--- src/sv/word_hash_bucket_index_assert.svh ---
// Assertion macros for the word hash bucket index modules, used by the remainder unit.
`ifndef WORD_HASH_BUCKET_INDEX_ASSERT_SVH
`define WORD_HASH_BUCKET_INDEX_ASSERT_SVH

// Checks that cons holds in the same cycle as ante.
`define WHB_ASSERT_NOW(label, ante, cons) \
    label: assert property (@(posedge clk) disable iff (!rst_n) (ante) |-> (cons)) \
        else $error("word hash bucket index: check failed");

// Checks that cons holds in the cycle after ante.
`define WHB_ASSERT_NEXT(label, ante, cons) \
    label: assert property (@(posedge clk) disable iff (!rst_n) (ante) |=> (cons)) \
        else $error("word hash bucket index: check failed");

`endif

--- src/sv/whb_pkg.sv ---
`default_nettype none

package whb_pkg;

    localparam int HASH_WIDTH   = 64;
    localparam int MAX_WORD_LEN = 50;
    localparam int BYTE_W       = 8;
    localparam int LEN_W        = 6;
    localparam int SIZE_W       = 25;
    localparam int BUCKET_W     = 24;
    localparam int FIFO_DEPTH   = 2;
    localparam int CNT_W        = $clog2(HASH_WIDTH);

    localparam logic [HASH_WIDTH-1:0] HASH_SEED = HASH_WIDTH'(199);
    localparam logic [LEN_W-1:0]      LEN_SAT   = {LEN_W{1'b1}};
    localparam logic [LEN_W-1:0]      LEN_LIMIT = LEN_W'(MAX_WORD_LEN);
    localparam logic [SIZE_W-1:0]     SIZE_MAX   = SIZE_W'(16777216);
    localparam logic [SIZE_W-1:0]     SIZE_RESET = SIZE_W'(1024);

    // One finished word as it passes from the front to the remainder unit.
    typedef struct packed {
        logic                  too_long;
        logic [HASH_WIDTH-1:0] hash;
    } word_t;

    // Maps the register value onto a usable bucket count.
    function automatic logic [SIZE_W-1:0] effective_size(input logic [SIZE_W-1:0] raw);
        logic [SIZE_W-1:0] res;
        if (raw == '0)
            res = SIZE_W'(1);
        else if (raw > SIZE_MAX)
            res = SIZE_MAX;
        else
            res = raw;
        return res;
    endfunction

endpackage

`default_nettype wire

--- src/sv/word_hash_bucket_index.sv ---
// Hashes a word arriving one byte per push (djb2 style, seed 199, hash*33+byte over
// 64 bits) and, at the zero byte that ends it, gives one word: the hash modulo the
// table size, or too_long with bucket 0 for words of more than 50 bytes. The front
// takes one byte per cycle while the two-word queue behind it has room. The remainder
// is worked out one hash bit per cycle: a word is taken from the queue and loaded, the
// division steps through all 64 hash bits, and the result is then shown; a too_long
// word skips the division. A finished result waits on the output until popped, and
// the front keeps taking bytes meanwhile. Write table_size only while idle.
`default_nettype none

module word_hash_bucket_index (
    input  wire logic                          clk,
    input  wire logic                          rst_n,
    input  wire logic                          push,
    output logic                               full,
    input  wire logic [whb_pkg::BYTE_W-1:0]    char_byte,
    output logic                               empty,
    input  wire logic                          pop,
    output logic [whb_pkg::BUCKET_W-1:0]       bucket_index,
    output logic                               too_long,
    input  wire logic                          table_size_we,
    input  wire logic [whb_pkg::SIZE_W-1:0]    table_size_wdata
);

    logic           q_push, q_full, q_pop, q_empty;
    whb_pkg::word_t q_wdata, q_rdata;

    whb_front u_front (
        .clk       (clk),
        .rst_n     (rst_n),
        .push      (push),
        .full      (full),
        .char_byte (char_byte),
        .word_push (q_push),
        .word_data (q_wdata),
        .word_full (q_full)
    );

    whb_fifo u_fifo (
        .clk   (clk),
        .rst_n (rst_n),
        .push  (q_push),
        .wdata (q_wdata),
        .full  (q_full),
        .pop   (q_pop),
        .rdata (q_rdata),
        .empty (q_empty)
    );

    whb_mod u_mod (
        .clk              (clk),
        .rst_n            (rst_n),
        .table_size_we    (table_size_we),
        .table_size_wdata (table_size_wdata),
        .word_empty       (q_empty),
        .word_data        (q_rdata),
        .word_pop         (q_pop),
        .empty            (empty),
        .pop              (pop),
        .bucket_index     (bucket_index),
        .too_long         (too_long)
    );

endmodule

`default_nettype wire

--- src/sv/whb_front.sv ---
`default_nettype none

module whb_front (
    input  wire logic                         clk,
    input  wire logic                         rst_n,
    input  wire logic                         push,
    output logic                              full,
    input  wire logic [whb_pkg::BYTE_W-1:0]   char_byte,
    output logic                              word_push,
    output whb_pkg::word_t                    word_data,
    input  wire logic                         word_full
);

    logic [whb_pkg::HASH_WIDTH-1:0] hash_reg, hash_next;
    logic [whb_pkg::LEN_W-1:0]      len_reg, len_next;
    logic                           accept;
    logic                           is_end;

    assign full   = word_full;
    assign accept = push && !word_full;
    assign is_end = (char_byte == '0);

    assign word_push          = accept && is_end;
    assign word_data.too_long = (len_reg > whb_pkg::LEN_LIMIT);
    assign word_data.hash     = hash_reg;

    always_comb
    begin
        hash_next = hash_reg;
        len_next  = len_reg;
        if (accept) begin
            if (is_end) begin
                hash_next = whb_pkg::HASH_SEED;
                len_next  = '0;
            end else begin
                // Multiply by 33 as a shift by five plus the original value.
                hash_next = hash_reg + {hash_reg[whb_pkg::HASH_WIDTH-6:0], 5'b0}
                          + whb_pkg::HASH_WIDTH'(char_byte);
                if (len_reg != whb_pkg::LEN_SAT)
                    len_next = len_reg + 1'b1;
            end
        end
    end

    always_ff @(posedge clk or negedge rst_n)
    begin
        if (!rst_n) begin
            hash_reg <= whb_pkg::HASH_SEED;
            len_reg  <= '0;
        end else begin
            hash_reg <= hash_next;
            len_reg  <= len_next;
        end
    end

endmodule

`default_nettype wire

--- src/sv/whb_fifo.sv ---
`default_nettype none

module whb_fifo (
    input  wire logic           clk,
    input  wire logic           rst_n,
    input  wire logic           push,
    input  whb_pkg::word_t      wdata,
    output logic                full,
    input  wire logic           pop,
    output whb_pkg::word_t      rdata,
    output logic                empty
);

    localparam int PTR_W = (whb_pkg::FIFO_DEPTH > 1) ? $clog2(whb_pkg::FIFO_DEPTH) : 1;
    localparam int CNT_W = $clog2(whb_pkg::FIFO_DEPTH + 1);

    whb_pkg::word_t   mem_reg [whb_pkg::FIFO_DEPTH];
    logic [PTR_W-1:0] wr_ptr_reg, wr_ptr_next;
    logic [PTR_W-1:0] rd_ptr_reg, rd_ptr_next;
    logic [CNT_W-1:0] count_reg, count_next;
    logic             do_push, do_pop;

    assign full    = (count_reg == CNT_W'(whb_pkg::FIFO_DEPTH));
    assign empty   = (count_reg == '0);
    assign do_push = push && !full;
    assign do_pop  = pop && !empty;
    assign rdata   = mem_reg[rd_ptr_reg];

    always_comb
    begin
        wr_ptr_next = wr_ptr_reg;
        rd_ptr_next = rd_ptr_reg;
        count_next  = count_reg;
        if (do_push)
            wr_ptr_next = (wr_ptr_reg == PTR_W'(whb_pkg::FIFO_DEPTH - 1)) ? '0
                                                                           : wr_ptr_reg + 1'b1;
        if (do_pop)
            rd_ptr_next = (rd_ptr_reg == PTR_W'(whb_pkg::FIFO_DEPTH - 1)) ? '0
                                                                           : rd_ptr_reg + 1'b1;
        if (do_push && !do_pop)
            count_next = count_reg + 1'b1;
        else if (do_pop && !do_push)
            count_next = count_reg - 1'b1;
    end

    always_ff @(posedge clk or negedge rst_n)
    begin
        if (!rst_n) begin
            wr_ptr_reg <= '0;
            rd_ptr_reg <= '0;
            count_reg  <= '0;
        end else begin
            wr_ptr_reg <= wr_ptr_next;
            rd_ptr_reg <= rd_ptr_next;
            count_reg  <= count_next;
        end
    end

    always_ff @(posedge clk)
    begin
        if (do_push)
            mem_reg[wr_ptr_reg] <= wdata;
    end

endmodule

`default_nettype wire

--- src/sv/whb_mod.sv ---
`default_nettype none

module whb_mod (
    input  wire logic                          clk,
    input  wire logic                          rst_n,
    input  wire logic                          table_size_we,
    input  wire logic [whb_pkg::SIZE_W-1:0]    table_size_wdata,
    input  wire logic                          word_empty,
    input  whb_pkg::word_t                     word_data,
    output logic                               word_pop,
    output logic                               empty,
    input  wire logic                          pop,
    output logic [whb_pkg::BUCKET_W-1:0]       bucket_index,
    output logic                               too_long
);

    typedef enum logic [1:0] {ST_IDLE, ST_RUN, ST_DONE} state_t;

    state_t                          state_reg, state_next;
    logic [whb_pkg::SIZE_W-1:0]      cfg_reg, cfg_next;
    logic [whb_pkg::SIZE_W-1:0]      size_reg, size_next;
    logic [whb_pkg::SIZE_W-1:0]      rem_reg, rem_next;
    logic [whb_pkg::HASH_WIDTH-1:0]  div_reg, div_next;
    logic [whb_pkg::CNT_W-1:0]       cnt_reg, cnt_next;
    logic [whb_pkg::BUCKET_W-1:0]    bucket_reg, bucket_next;
    logic                            long_reg, long_next;
    logic [whb_pkg::SIZE_W:0]        trial;
    logic [whb_pkg::SIZE_W:0]        diff;
    logic [whb_pkg::SIZE_W-1:0]      rem_step;

    // Restoring division, one dividend bit per cycle, most significant first.
    // The remainder stays below the size, so one extra bit covers the shift.
    assign trial    = {rem_reg, div_reg[whb_pkg::HASH_WIDTH-1]};
    assign diff     = trial - {1'b0, size_reg};
    assign rem_step = diff[whb_pkg::SIZE_W] ? trial[whb_pkg::SIZE_W-1:0]
                                            : diff[whb_pkg::SIZE_W-1:0];

    assign word_pop     = (state_reg == ST_IDLE) && !word_empty;
    assign empty        = (state_reg != ST_DONE);
    assign bucket_index = bucket_reg;
    assign too_long     = long_reg;

    always_comb
    begin
        state_next  = state_reg;
        cfg_next    = table_size_we ? table_size_wdata : cfg_reg;
        size_next   = size_reg;
        rem_next    = rem_reg;
        div_next    = div_reg;
        cnt_next    = cnt_reg;
        bucket_next = bucket_reg;
        long_next   = long_reg;
        unique case (state_reg)
            ST_IDLE:
            begin
                if (!word_empty) begin
                    if (word_data.too_long) begin
                        bucket_next = '0;
                        long_next   = 1'b1;
                        state_next  = ST_DONE;
                    end else begin
                        size_next  = whb_pkg::effective_size(cfg_reg);
                        rem_next   = '0;
                        div_next   = word_data.hash;
                        cnt_next   = whb_pkg::CNT_W'(whb_pkg::HASH_WIDTH - 1);
                        long_next  = 1'b0;
                        state_next = ST_RUN;
                    end
                end
            end
            ST_RUN:
            begin
                rem_next = rem_step;
                div_next = {div_reg[whb_pkg::HASH_WIDTH-2:0], 1'b0};
                cnt_next = cnt_reg - 1'b1;
                if (cnt_reg == '0) begin
                    bucket_next = rem_step[whb_pkg::BUCKET_W-1:0];
                    state_next  = ST_DONE;
                end
            end
            ST_DONE:
            begin
                if (pop)
                    state_next = ST_IDLE;
            end
            default:
            begin
                state_next = ST_IDLE;
            end
        endcase
    end

    always_ff @(posedge clk or negedge rst_n)
    begin
        if (!rst_n) begin
            state_reg  <= ST_IDLE;
            cfg_reg    <= whb_pkg::SIZE_RESET;
            size_reg   <= whb_pkg::SIZE_RESET;
            rem_reg    <= '0;
            div_reg    <= '0;
            cnt_reg    <= '0;
            bucket_reg <= '0;
            long_reg   <= 1'b0;
        end else begin
            state_reg  <= state_next;
            cfg_reg    <= cfg_next;
            size_reg   <= size_next;
            rem_reg    <= rem_next;
            div_reg    <= div_next;
            cnt_reg    <= cnt_next;
            bucket_reg <= bucket_next;
            long_reg   <= long_next;
        end
    end

`include "word_hash_bucket_index_assert.svh"

    `WHB_ASSERT_NOW(a_rem_below_size, state_reg == ST_RUN, rem_reg < size_reg)
    `WHB_ASSERT_NOW(a_long_gives_zero, state_reg == ST_DONE && long_reg, bucket_reg == '0)
    `WHB_ASSERT_NEXT(a_last_step_done, state_reg == ST_RUN && cnt_reg == '0, state_reg == ST_DONE)
    `WHB_ASSERT_NOW(a_size_in_range, state_reg == ST_RUN, size_reg != '0 && size_reg <= whb_pkg::SIZE_MAX)

endmodule

`default_nettype wire

--- config.mk ---
export PLATFORM = sky130hd
export DESIGN_NAME = word_hash_bucket_index
export DESIGN_NICKNAME = d
export VERILOG_FILES = /design/src/sv/whb_pkg.sv /design/src/sv/word_hash_bucket_index.sv /design/src/sv/whb_front.sv /design/src/sv/whb_fifo.sv /design/src/sv/whb_mod.sv
export VERILOG_INCLUDE_DIRS = /design/src /design/src/sv
export SDC_FILE = /design/constraint.sdc
export NUM_CORES = 1
export LEC_CHECK = 0
export BUFFER_PORTS_ARGS = -buffer_cell sky130_fd_sc_hd__clkbuf_2
export CAP_MARGIN = 10
export CORE_ASPECT_RATIO = 2
export CORE_MARGIN = 1.5
export CORE_UTILIZATION = 25
export CTS_CLUSTER_SIZE = 25
export DETAILED_ROUTE_END_ITERATION = 8
export MAX_ROUTING_LAYER = met4
export PLACE_DENSITY_LB_ADDON = 0.08
export SLEW_MARGIN = 15
export SYNTH_ARGS = -nofsm -noshare
export SYNTH_HDL_FRONTEND = slang
export SYNTH_SLANG_ARGS = --single-unit
--- constraint.sdc ---
create_clock -name clk -period 4.2 [get_ports clk]
set_clock_uncertainty 0.05 [all_clocks]
set_input_delay 0.42 -clock clk [delete_from_list [all_inputs] [get_ports clk]]
set_output_delay 0.42 -clock clk [all_outputs]
set_load 0.03 [all_outputs]
After elaboration in Yosys (flattened, before gate mapping)
Memory sizes are Yosys's and may differ from the RTL's.
Cells that the tools add are included.
- register bits after elaboration: 246
- bits in writable memories: 130
- input bits: 38
- output and inout port bits: 27
- word-level logic and storage cells: 93
- memories: 1
- add/subtract/negate cells: 9
- magnitude comparators: 2
- equal/unequal tests: 10
- muxes and demuxes: 31
- bitwise operators: 2
- reductions and logical operators: 25
- memories (name ; words ; width ; read ports ; clocked after memory_dff ; wr ports ; RTL line ; RTL):
    u_fifo.mem_reg ; 2 ; 65 ; 1 ; 0 ; 1 ; whb_fifo.sv:17 ; whb_pkg::word_t mem_reg [whb_pkg::FIFO_DEPTH];
- operator list (cell ; count):
    $mux W64 ; 3
    $pmux W64 S2 ; 1
    $mux W25 ; 5
    $mux W24 ; 3
    $add A64 B64 Y64 ; 1
    $add A64 B8 Y64 ; 1
    $pmux W25 S2 ; 1
    $pmux W24 S2 ; 1
    $sub A26 B25 Y26 ; 1
    $gt A25 B25 Y1 const B ; 1
    $logic_not A25 Y1 ; 1
    $mux W6 ; 4
    $mux W2 ; 6
    $pmux W6 S2 ; 1
    $ne A2 B2 Y1 const B ; 5
    $reduce_and A3 Y1 ; 3
    $logic_not A8 Y1 ; 1
    $logic_and A1 B1 Y1 ; 7
    $add A6 B1 Y6 const B ; 1
    $gt A6 B6 Y1 const B ; 1
    $logic_not A6 Y1 ; 1
    $ne A6 B6 Y1 const B ; 1
    $pmux W2 S3 ; 1
    $reduce_bool A2 Y1 ; 3
    13 further kinds ; 25

Depth between registers and ports, before layout
- depth after elaboration: 9
- gate-level depth with buffers: 14
- mapped depth without buffers: 14

Modules after synthesis
A second synthesis with hierarchy kept.
- cell total of the unflattened synthesis: 1985
- area total of the unflattened synthesis: 21430.6 um2
- modules (own cells, without submodules) (module ; times used ; cells each ; area an instance (um2) ; seq. area each (um2)):
    whb_mod ; 1 ; 930 ; 9216.3 ; 4306.6
    whb_front ; 1 ; 834 ; 7165.6 ; 1757.9
    whb_fifo ; 1 ; 221 ; 5048.6 ; 4003.8

Worst setup path before layout
OpenSTA, ideal clock, no wires.
- kind: input-to-reg
- start: input port char_byte[5] in the netlist's numbering
- end: memory u_fifo.mem_reg[0][0] in the netlist's numbering, enable pin
- library setup time: 0.489 ns
- arrival: 4.007 ns
- data required time: 3.661 ns
- slack: -0.345 ns
- stages on the path: 5
- path buffers: 1
- cell sequence: nor4_1 -> and2_1 -> clkbuf_1 -> nand2_1 -> nor2_1
- cells in the longest elaborated chain, start to end: 5
- ends and longest elaborated chain (element ; RTL line ; RTL):
    from (decl) ; word_hash_bucket_index.sv:16 ; input wire logic [whb_pkg::BYTE_W-1:0] char_byte,
    $logic_not A8 Y1 ; whb_front.sv:21 ; assign is_end = (char_byte == '0);
    $logic_and A1 B1 Y1 ; whb_front.sv:23 ; assign word_push = accept && is_end;
    $logic_and A1 B1 Y1 ; whb_fifo.sv:25 ; assign do_push = push && !full;
    $mux W1 ; whb_fifo.sv:61 ; if (do_push)
    $mux W1 (implied by the code) ; whb_fifo.sv:62 ; mem_reg[wr_ptr_reg] <= wdata;
    to (decl) ; whb_fifo.sv:17 ;
No other way between the ends.

Worst setup path in the final report
- start: register u_front.hash_reg[0] in the netlist's numbering
- end: register u_front.hash_reg[35] in the netlist's numbering
- cells in the longest elaborated chain, start to end: 3
- ends and longest elaborated chain (element ; RTL line ; RTL):
    from (decl) ; whb_front.sv:14 ; logic [whb_pkg::HASH_WIDTH-1:0] hash_reg, hash_next;
    from (signal assigned) ; whb_front.sv:48 ; hash_reg <= whb_pkg::HASH_SEED;
    from (signal assigned) ; whb_front.sv:51 ; hash_reg <= hash_next;
    $add A64 B64 Y64 ; whb_front.sv:37 ; hash_next = hash_reg + {hash_reg[whb_pkg::HASH_WIDTH-6:0], 5'b0}
    $add A64 B8 Y64 ; whb_front.sv:38 ; + whb_pkg::HASH_WIDTH'(char_byte);
    $mux W64 ; whb_front.sv:32 ; if (is_end) begin
No other way between the ends.
A chain may end at the register's enable or synchronous reset.

==> impl_metrics.py <==
metrics = {
    "floorplan": {
        "rows": 148,
        "io_pins": 65,
        "die_w_um": 205,
        "initial_core_util_pct": 25.2,
        "die_h_um": 407,
        "core_area_mm2": 0.0811,
        "dieArea_mm2": 0.0836,
    },
    "logic_synthesis": {
        "synth_edf_count": 130,
        "synth_fp_nets": 2182,
        "ys_types": 76,
        "yosys_warnings": 0,
        "async_reset_ff_share_pct": 65.4,
        "ys_ff_latch": 376,
        "yosysSeqAreaShare_pct": 49.3,
        "synth_cells": 1987,
        "syn_avg_cell_area_um2": 10.3,
        "synthesis.area_mm2": 0.0204,
        "synthFlopType": "dfrtp_1",
    },
    "layout": {
        "final_area_mm2": 0.0234,
        "nFillCells": 8448,
        "drive_above_1_share_pct": 11.6,
        "nets": 2224,
        "largest_register_ff_count": 130,
        "insertedDiodeCount": 0,
        "area_delta_synth_final_pct": 14.7,
    },
    "grt": {
        "grt_max_degree": 90,
        "grt_pass1_vias": 15700,
        "grt_pass1_wl_um": 97000,
        "antenna_found_initial": 0,
        "grt_overflow": 0,
        "grt.total_usage_pct": 15.8,
    },
    "detailed_routing": {
        "wire_per_inst_um": 20.5,
        "drc": 0,
        "drt_iter0_markers": 666,
        "dr.pass1.iters": 5,
        "via_per_inst": 4.75,
        "dr_total_vias": 14800,
        "antenna_left": 0,
        "totalWireLength_um": 63800,
    },
    "sta": {
        "fmaxAchievable_mhz": 255,
        "setup_slack_ps": 280,
        "tightest_slew_ps": 998,
        "finalSetupTns_ps": 0,
        "finalHoldViolCount": 0,
        "rsz0062_at_grt": "no",
        "setup_violations": 0,
        "report.final.slew_viol_count": 0,
        "fin_crit_sh_pct": 93.3,
        "slew_headroom_pct": 33.5,
        "period_needed_ps": 3920,
    },
    "setup_path": {
        "critPathMaxFanout": 4,
        "end_kind": "flip-flop",
        "rr_worst_depth": 15,
        "r2r_start": "u_front.hash_reg[0]",
        "path_class": "reg -> reg",
        "required_ps": 4540,
        "max_stage_delay_ps": 550,
        "crit_chain": "inv_1 > fa_1 > inv_1 > ha_1 > o21a_1 > o31a_1 > o211ai_2 > o21ai_2 > a2111oi_4 > buf_4 > o31ai_1 > a21oi_1 > o31ai_1 > xnor2_1 > o31ai_1",
        "arrival_ps": 4260,
        "reg2reg_to": "u_front.hash_reg[35]",
        "cp_slowest_cell": "dfstp_2",
        "rrSetupSlack_ps": 280,
        "cpMostUsedCell": "o31ai_1",
        "worstSetupStartpointType": "flip-flop",
    },
    "cts": {
        "cts_tree": "done",
        "cts_buffer_depth": 3,
        "h-tree-depth": 2,
        "root_buffer": "clkbuf_16",
        "clk_latency_ps": 560,
        "numCtsBuffers": 40,
        "clk_pin_slew_ps": 70,
        "cts.sinks": 376,
    },
    "job": {
        "drv_cap": 0,
    },
    "hold_path": {
        "min_to": "u_mod.cfg_reg[11]",
        "hold_depth": 2,
        "hp-start": "table_size_wdata[11]",
        "min_path_type": "in -> reg",
    },
    "power": {
        "power.density_mw_per_mm2": 956,
        "pwr-share-seq_pct": 26.9,
        "power.share.switching_pct": 46.7,
        "ir_worst_vdd_uv": 275,
        "p_comb_share_pct": 56.4,
        "p_leak_nw": 9.96,
        "p_sw_w": 0.0105,
        "pwr-share-clk_pct": 16.7,
        "p_int_w": 0.0119,
    },
    "status": {
        "status": "complete, no violations",
    },
    "placement": {
        "dp_hpwl_um": 46700,
        "gp_congestion": 0.843,
        "postPlaceCellArea_mm2": 0.0221,
        "pre_cts_ws_ps": 215,
        "port-buffer-count": 64,
    },
}
## layout by cell type (no fill, tap or decap), types with 11 or more instances in the layout
| cell | netlist | routed |
|---|---|---|
| a211oi_1 | 12 | 12 |
| a21o_1 | 38 | 38 |
| a21oi_1 | 171 | 170 |
| a22o_1 | 29 | 29 |
| buf_4 | 2 | 34 |
| clkbuf_16 | 0 | 41 |
| clkbuf_2 | 0 | 63 |
| dfrtp_1 | 239 | 238 |
| edfxtp_1 | 130 | 130 |
| ha_1 | 152 | 152 |
| inv_1 | 57 | 57 |
| mux2_2 | 25 | 25 |
| mux2i_1 | 78 | 78 |
| nand2_1 | 239 | 238 |
| nand3_1 | 22 | 22 |
| nand4_1 | 26 | 26 |
| nor2_1 | 152 | 151 |
| nor2b_1 | 12 | 11 |
| nor3_1 | 16 | 16 |
| o21a_1 | 16 | 16 |
| o21ai_0 | 183 | 183 |
| o21bai_1 | 17 | 16 |
| o31ai_1 | 37 | 37 |
| xnor2_1 | 44 | 44 |
| xor2_1 | 41 | 41 |
## worst max path at each step
stage	endpoint	slack [ps]	depth (start not counted)	startpoint
after detailed placement	u_front.hash_reg[35]	220	16	char_byte[1]
after CTS	u_front.hash_reg[60]	210	14	u_front.hash_reg[0]
after global routing	u_front.hash_reg[35]	30	15	u_front.hash_reg[0]
after floorplan	u_fifo.mem_reg[0][0]	740	5	char_byte[5]
after global placement	u_front.hash_reg[35]	240	16	char_byte[1]
final	u_front.hash_reg[35]	280	15	u_front.hash_reg[0]
## metrics by stage
step | power (W) | utilization, % | hold slack [ps] | instances
CTS | 0.0229 | 28.9 | 0.0948 | 3109
global placement | 0.0189 | 27.2 | 413 | 3035
floorplan | 0.0149 | - | 74.4 | 1987
finish | 0.0224 | 28.9 | 38.1 | 3110
global route | 0.0244 | 28.9 | 14.5 | 3110
detailed placement | 0.0190 | 27.2 | 420 | 3035
## synth_stat cells (all sizes together), types with 26 or more instances
library cell / n / area [µm²]
ha: 152 / 1900
mux2i: 78 / 781
nand4: 26 / 163
edfxtp: 130 / 3900
clkbuf: 83 / 312
inv: 57 / 214
a21o: 38 / 285
a21oi: 173 / 873
nand2: 239 / 897
a22o: 29 / 254
xnor2: 45 / 413
o31ai: 38 / 290
o21ai: 193 / 973
nor2: 152 / 571
xor2: 41 / 359
dfrtp: 239 / 5980
## per-layer routing
layer  share of wire (%)  GRT usage [%]
met5                   0              -
met3                 2.1           1.44
met2                  57           31.1
met4                 5.1           7.73
met1                  36           15.0
## cells by family after synthesis
group / share of synthesized area, %
AO/OA/AOI/OAI: 17.8
XOR/XNOR: 3.78
multiplexers: 5.20
adder cells (fa/ha/maj): 9.79
buffers and inverters: 3.16
AND/OR/NAND/NOR: 11.1
flip-flops: 49.3
## timing repair
action	in CTS	in global routing
endpoints found under the setup margin	0	1
hold buffers	1	0
hold endpoints to repair	84	0
setup buffers	0	1
gates resized for setup	0	1
## power by group through the flow
stage          combinational [W]  clock, W  sequential (W)
2_1_floorplan            0.00913         0         0.00576
3_3_place_gp              0.0128         0         0.00611
3_5_place_dp              0.0128         0         0.00613
4_1_cts                   0.0129   0.00392         0.00607
5_1_grt                   0.0142   0.00401         0.00618
6_report                  0.0126   0.00375         0.00603
## layout make-up
cell class | instances | area, µm² | area share (%)
clock buffer | 52 | 1120 | 4.77
clock inverter | 21 | 228 | 0.971
tap | 1050 | 1310 | 5.60
timing repair buffer | 106 | 736 | 3.14
inverter | 57 | 214 | 0.913
sequential | 376 | 10100 | 43.0
multi-input combinational | 1448 | 9760 | 41.6
## critical path: cells and delay by family (launching register included)
family | cells | cell delay (ps)
AO/OA/AOI/OAI | 9 | 1840
flip-flops | 1 | 550
XOR/XNOR | 1 | 160
buffers and inverters | 3 | 320
adder cells (fa/ha/maj) | 2 | 840
No activity file was read; power rests on OpenSTA's default activity.
